`src/rtl/core/dcgi_pkg.sv`:
```
// Shared constants and types for the dual channel grid interpolator.
`timescale 1ns / 1ps
`default_nettype none
package dcgi_pkg;
    localparam int QueueDepth = 32;
    localparam int QAW = $clog2(QueueDepth);
    localparam int QCW = $clog2(QueueDepth + 1);
    localparam int TimelineLen = 4;

    typedef enum logic [1:0] {
        OP_ADD   = 2'd0,
        OP_READ  = 2'd1,
        OP_CLEAR = 2'd2,
        OP_NONE  = 2'd3
    } op_t;

    localparam logic CFG_STEP  = 1'b0;
    localparam logic CFG_LIMIT = 1'b1;

    // Divider control between the sequencer and the divide unit.
    typedef struct packed {
        logic        start;
        logic [63:0] num_mag;
        logic [27:0] den;
    } div_req_t;
endpackage
`default_nettype wire

```
`src/rtl/core/dcgi_div.sv`:
```
// Radix-2 restoring divider: 64-bit magnitude by 28-bit divisor, one bit a cycle.
`timescale 1ns / 1ps
`default_nettype none
module dcgi_div
    import dcgi_pkg::*;
(
    input  wire logic        clk,
    input  wire logic        rst_n,
    input  wire div_req_t    req,
    output logic             done,
    output logic [63:0]      quot
);
    logic [63:0] q_reg;
    logic [28:0] rem_reg;
    logic [27:0] den_reg;
    logic [6:0]  cnt_reg;
    logic        busy_reg;
    logic [28:0] shifted;
    logic [28:0] diff;

    assign shifted = {rem_reg[27:0], q_reg[63]};
    assign diff    = shifted - {1'b0, den_reg};
    assign quot    = q_reg;

    always_ff @(posedge clk or negedge rst_n)
    begin
        if (!rst_n)
        begin
            busy_reg <= 1'b0;
            done     <= 1'b0;
            cnt_reg  <= '0;
        end
        else
        begin
            done <= 1'b0;
            if (req.start)
            begin
                busy_reg <= 1'b1;
                cnt_reg  <= '0;
                q_reg    <= req.num_mag;
                den_reg  <= req.den;
                rem_reg  <= '0;
            end
            else if (busy_reg)
            begin
                if (!diff[28])
                begin
                    rem_reg <= diff;
                    q_reg   <= {q_reg[62:0], 1'b1};
                end
                else
                begin
                    rem_reg <= shifted;
                    q_reg   <= {q_reg[62:0], 1'b0};
                end
                cnt_reg <= cnt_reg + 7'd1;
                if (cnt_reg == 7'd63)
                begin
                    busy_reg <= 1'b0;
                    done     <= 1'b1;
                end
            end
        end
    end
endmodule
`default_nettype wire

```
`config.mk`:
```
export PLATFORM = sky130hd
export DESIGN_NAME = dcgi_div
export DESIGN_NICKNAME = d
export VERILOG_FILES = /design/src/rtl/core/dcgi_pkg.sv /design/src/rtl/core/dcgi_div.sv
export SDC_FILE = /design/constraint.sdc
export NUM_CORES = 1
export LEC_CHECK = 0
export BUFFER_PORTS_ARGS = -buffer_cell sky130_fd_sc_hd__buf_2
export CORE_ASPECT_RATIO = 1.25
export CORE_MARGIN = 3
export CORE_UTILIZATION = 49
export CTS_CLUSTER_DIAMETER = 200
export DETAILED_ROUTE_END_ITERATION = 12
export PLACE_DENSITY = 0.86
export SETUP_SLACK_MARGIN = 0.02
export SLEW_MARGIN = 15
export SYNTH_ARGS = -nofsm -noshare
export SYNTH_HDL_FRONTEND = slang
export SYNTH_SLANG_ARGS = --single-unit
export TNS_END_PERCENT = 1
```
`constraint.sdc`:
```
create_clock -name clk -period 3.8 [get_ports clk]
set_input_delay 0.19 -clock clk [delete_from_list [all_inputs] [get_ports clk]]
set_output_delay 0.19 -clock clk [all_outputs]
set_load 0.05 [all_outputs]
```
Yosys cells after proc, flatten, opt, wreduce, memory -nomap -nowiden
Index checks and enable logic that the tools add are counted.

Flip-flop bits (word level): 130. Bits of input ports: 95.

Add/subtract/negate cells: 2. Equal/unequal tests: 1. Mux-type cells: 13. Reduce and logical (&&, ||, !) cells: 3.

Operators with widths (number): $mux 64 (2); $mux 29 (2); $sub 29x28->29 (1); $mux 7 (2); $add 7x1->7 const B (1); $eq 7x6->1 const B (1); $mux 1 (7); $reduce_and 2->1 (2); $reduce_bool 2->1 (1).

Longest topological paths before layout
Depth in word-level cells: 4. Mapped depth: 14. Depth with buffers taken out: 13.

Least setup slack after synthesis
OpenSTA, ideal clock, no wires.

Path kind: register to register. Start point: reg busy_reg. End point: reg q_reg[0], in the netlist quot[0] (enable). Setup time: 0.493 ns. Arrival time: 3.567 ns. Data required time: 3.307 ns. Setup slack: -0.260 ns. Cell stages (with the launch flop): 4. Clock period less this slack: 4.060 ns. Cells stage by stage: dfrtp_1 clkbuf_1 nor2_1 nor2b_1.

Cells in the longest elaborated chain, start to end: 2.

Ends and longest elaborated chain: start, declared (line dcgi_div.sv:17) `logic busy_reg;`; start signal, assigned (line dcgi_div.sv:29) `busy_reg <= 1'b0;`; start signal, assigned (line dcgi_div.sv:38) `busy_reg <= 1'b1;`; start signal, assigned (line dcgi_div.sv:59) `busy_reg <= 1'b0;`; $reduce_bool 2->1 (no line); $reduce_and 2->1 (no line); end signal, assigned (line dcgi_div.sv:40) `q_reg <= req.num_mag;`; end signal, assigned (line dcgi_div.sv:49) `q_reg <= {q_reg[62:0], 1'b1};`; end signal, assigned (line dcgi_div.sv:54) `q_reg <= {q_reg[62:0], 1'b0};`; end, declared (line dcgi_div.sv:13) `logic [63:0] q_reg;`.

No other way between the ends. A chain may end at the register's enable or synchronous reset.

Worst setup path after layout
Start point: reg rem_reg[6]. End point: reg rem_reg[25], data pin.

Cells in the longest elaborated chain, start to end: 3.

Ends and longest elaborated chain: start, declared (line dcgi_div.sv:14) `logic [28:0] rem_reg;`; start signal, assigned (line dcgi_div.sv:48) `rem_reg <= diff;`; start signal, assigned (line dcgi_div.sv:53) `rem_reg <= shifted;`; $sub 29x28->29 (line dcgi_div.sv:22) `assign diff = shifted - {1'b0, den_reg};`; $mux 29 (line dcgi_div.sv:46) `if (!diff[28])`; $mux 29 (line dcgi_div.sv:44) `else if (busy_reg)`.

No other way between the ends.

==> results.sh <==
export IMPL_outcome="finished clean"
export IMPL_slew_headroom_pct=44.08
export IMPL_startpoint_type="register"
export IMPL_p_leak_nw=3.752
export IMPL_cts_num_sinks=129
export IMPL_worst_clock_skew_ps=10.27
export IMPL_floorplan_die_area_sq_um=15890
export IMPL_post_drt_wl_per_cell_um=16.91
export IMPL_pin_count=160
export IMPL_period_share_pct=83.39
export IMPL_cp_arrival_ps=3300
export IMPL_drc=0
export IMPL_worst_pin_slew_ps=838.8
export IMPL_design_area_sq_um=8887
export IMPL_crit_type="register to register"
export IMPL_grt_overflow=0
export IMPL_synth_nets=725
export IMPL_synth_cell_types=51
export IMPL_rr_endpoint="rem_reg[25]"
export IMPL_num_antenna_cells=0
export IMPL_vdd_ir_drop_max_v=0.0003902
export IMPL_yosysTopAreaCell="edfxtp_1"
export IMPL_min_period_ps=3169
export IMPL_finalHoldViolCount=0
export IMPL_netlist_top_cells_area="edfxtp_1, mux2_2, ha_1"
export IMPL_viasPerCell=5.487
export IMPL_grt_setup_unrepaired="false"
export IMPL_initial_core_util_pct=50.66
export IMPL_num_fill_cells=1095
export IMPL_insertion_delay_ps=420
export IMPL_wl_mm=16.42
export IMPL_r2r_worst_path_cells=10
export IMPL_seq_area_frac_synth_pct=54.24
export IMPL_grt_pass1_vias=5607
export IMPL_synth_edf_count=120
export IMPL_antenna_found_initial=0
export IMPL_cts_path_max_buffers=2
export IMPL_drtPass1Iterations=5
export IMPL_slew_violations=0
export IMPL_fmax_ghz=0.3156
export IMPL_gp_congestion=0.9427
export IMPL_cts_tree="done"
export IMPL_area_growth_pct=25.90
export IMPL_yosys_area_top_type_share_pct=51.05
export IMPL_cts_hold_buf=29
export IMPL_synth_flop_cell="edfxtp_1"
export IMPL_die_x_um=113.4
export IMPL_postCtsSetupBuffers=0
export IMPL_cap_violations=0
export IMPL_required_ps=3930
export IMPL_hp_class="primary input to register"
export IMPL_ant_nets=0
export IMPL_grt_max_degree=65
export IMPL_largest_register_ffs=64
export IMPL_drt_initial_drc_count=324
export IMPL_dpl_cell_area_sq_um=8014
export IMPL_ys_ff_latch=129
export IMPL_final_layout_size_suffix_gt1_share_pct=34.55
export IMPL_ctsResizeCount=0
export IMPL_portBuffers=159
export IMPL_avgSynthCellArea_sq_um=11.77
export IMPL_r2r_start="rem_reg[6]"
export IMPL_num_vias=5328
export IMPL_syn_area_sq_um=7059
export IMPL_cts_buffers=17
export IMPL_fp_coreArea_sq_um=13930
export IMPL_path_max_fanout=14
export IMPL_async_reset_ff_share_pct=6.977
export IMPL_synth_cells=600
export IMPL_clockRootBuffer="clkbuf_16"
export IMPL_startpoint="rem_reg[6]"
export IMPL_worstSetupEndpoint="rem_reg[25]"
export IMPL_dp_hpwl_mm=11.79
export IMPL_grt_usage_pct=21.54
export IMPL_h_tree_depth=4
export IMPL_setup_tns_ps=0
export IMPL_ff2ff_setup_slack_ps=630
export IMPL_dieHeight_um=140.2
export IMPL_grt_pass1_wl_mm=27.12
export IMPL_setup_viol_count_final=0
export IMPL_end_kind="register"
export IMPL_yosysWarnings=0
export IMPL_rows=48
export IMPL_layout_nets=908
export IMPL_power_density_nw_per_um2=567.3
export IMPL_clkTransAtPathRegs_ps=60
[cells in the final DEF, fill, tap and decap left out, types with 4 or more instances in the layout]
cell and count:
inv_6 4, edfxtp_1 120, mux2i_1 6, a311oi_1 16
clkinv_2 4, xnor2_1 10, and2_1 4, nand2b_1 6
xor2_1 18, nand4_1 8, nand2_1 60, a21o_1 8
mux2_2 66, nor2_1 45, clkbuf_16 17, buf_4 9
a211oi_1 8, a21oi_1 44, dlygate4sd3_1 29, inv_1 33
o21ai_0 19, ha_1 29, buf_2 158, or3_1 4
dfrtp_1 9, nand3_1 8
[through the flow]
step / power, mW / utilization, % / setup slack (ps) / std cells / hold slack (ps)
after detailed placement: 3.420 / 57.52 / 635.0 / 910 / 130.6
after floorplan: 3.050 / - / 710.5 / 600 / -105.6
after global placement: 3.385 / 57.52 / 701.2 / 910 / 125.8
after global routing: 5.312 / 63.78 / 356.8 / 971 / 63.87
final: 5.042 / 63.78 / 631.2 / 971 / 72.91
after CTS: 5.068 / 63.78 / 616.7 / 971 / 55.04
[cell usage after synthesis (all sizes together), types with 8 or more instances]
library cell	count
edfxtp	120
mux2	67
nand2	60
nor2	45
a21oi	44
inv	33
ha	29
clkbuf	22
o21ai	22
xor2	19
a311oi	17
xnor2	11
buf	10
a211oi	9
a21o	9
dfrtp	9
nand3	8
nand4	8
[layer usage]
metal	part of all wire, %	vias to the layer above	routed length, um	track usage (%)
li1	-	2591	-	-
met1	38	2498	6243	24.40
met2	52	205	8515	37.64
met3	7.7	34	1265	7.217
met4	2.4	0	397	7.785
met5	0	-	0	0
[worst min path at each step]
stage               startpoint    endpoint  slack, ps  cells past startpoint
floorplan                rst_n    busy_reg       -110                      0
detailed placement       rst_n  cnt_reg[0]        130                      1
CTS                    req[42]    quot[14]         60                      2
global placement         rst_n  cnt_reg[5]        130                      1
global route           req[47]    quot[19]         60                      2
finish                 req[42]    quot[14]         70                      2
[layout make-up]
| class | count | area (sq um) | share of cell area [%] |
|---|---|---|---|
| clock buffers | 17 | 425.4 | 4.787 |
| clock inverters | 15 | 157.7 | 1.774 |
| well taps | 175 | 219.0 | 2.464 |
| flip-flops and latches | 129 | 3829 | 43.08 |
| repair buffers | 196 | 1149 | 12.92 |
| multi-input cells | 406 | 2984 | 33.58 |
| inverters | 33 | 123.9 | 1.394 |
[logic make-up (layout without fill, tap and decap cells)]
family                     after synthesis  count (layout)  synth area share, %
AOI/OAI and AO/OA                      125             125                11.72
DFF                                    129             129                54.24
xor gates and xnor gates                30              30                4.254
buffers and inverters                   65             261                3.598
muxes                                   73              73                11.54
adders and majority gates               30              30                5.424
and+or+nand+nor                        148             148                9.234
[worst max-delay path: stages (launching register included)]
cell	delay (ps)
edfxtp_1	420
ha_1	430
nand4_1	140
a211o_1	320
a211oi_2	210
o21ai_1	110
a21o_4	260
xnor2_4	400
mux2_1	360
mux2i_1	140
a311oi_1	70
[report_power, final]
part / total, mW / internal [mW] / switching, mW / leakage [nW]
Combinational: 1.56 / 0.627 / 0.931 / 2.18
Sequential: 1.86 / 1.76 / 0.108 / 1.29
Clock: 1.62 / 0.973 / 0.646 / 0.282
Total: 5.04 / 3.36 / 1.68 / 3.75
(Power assumes the default switching activity.)
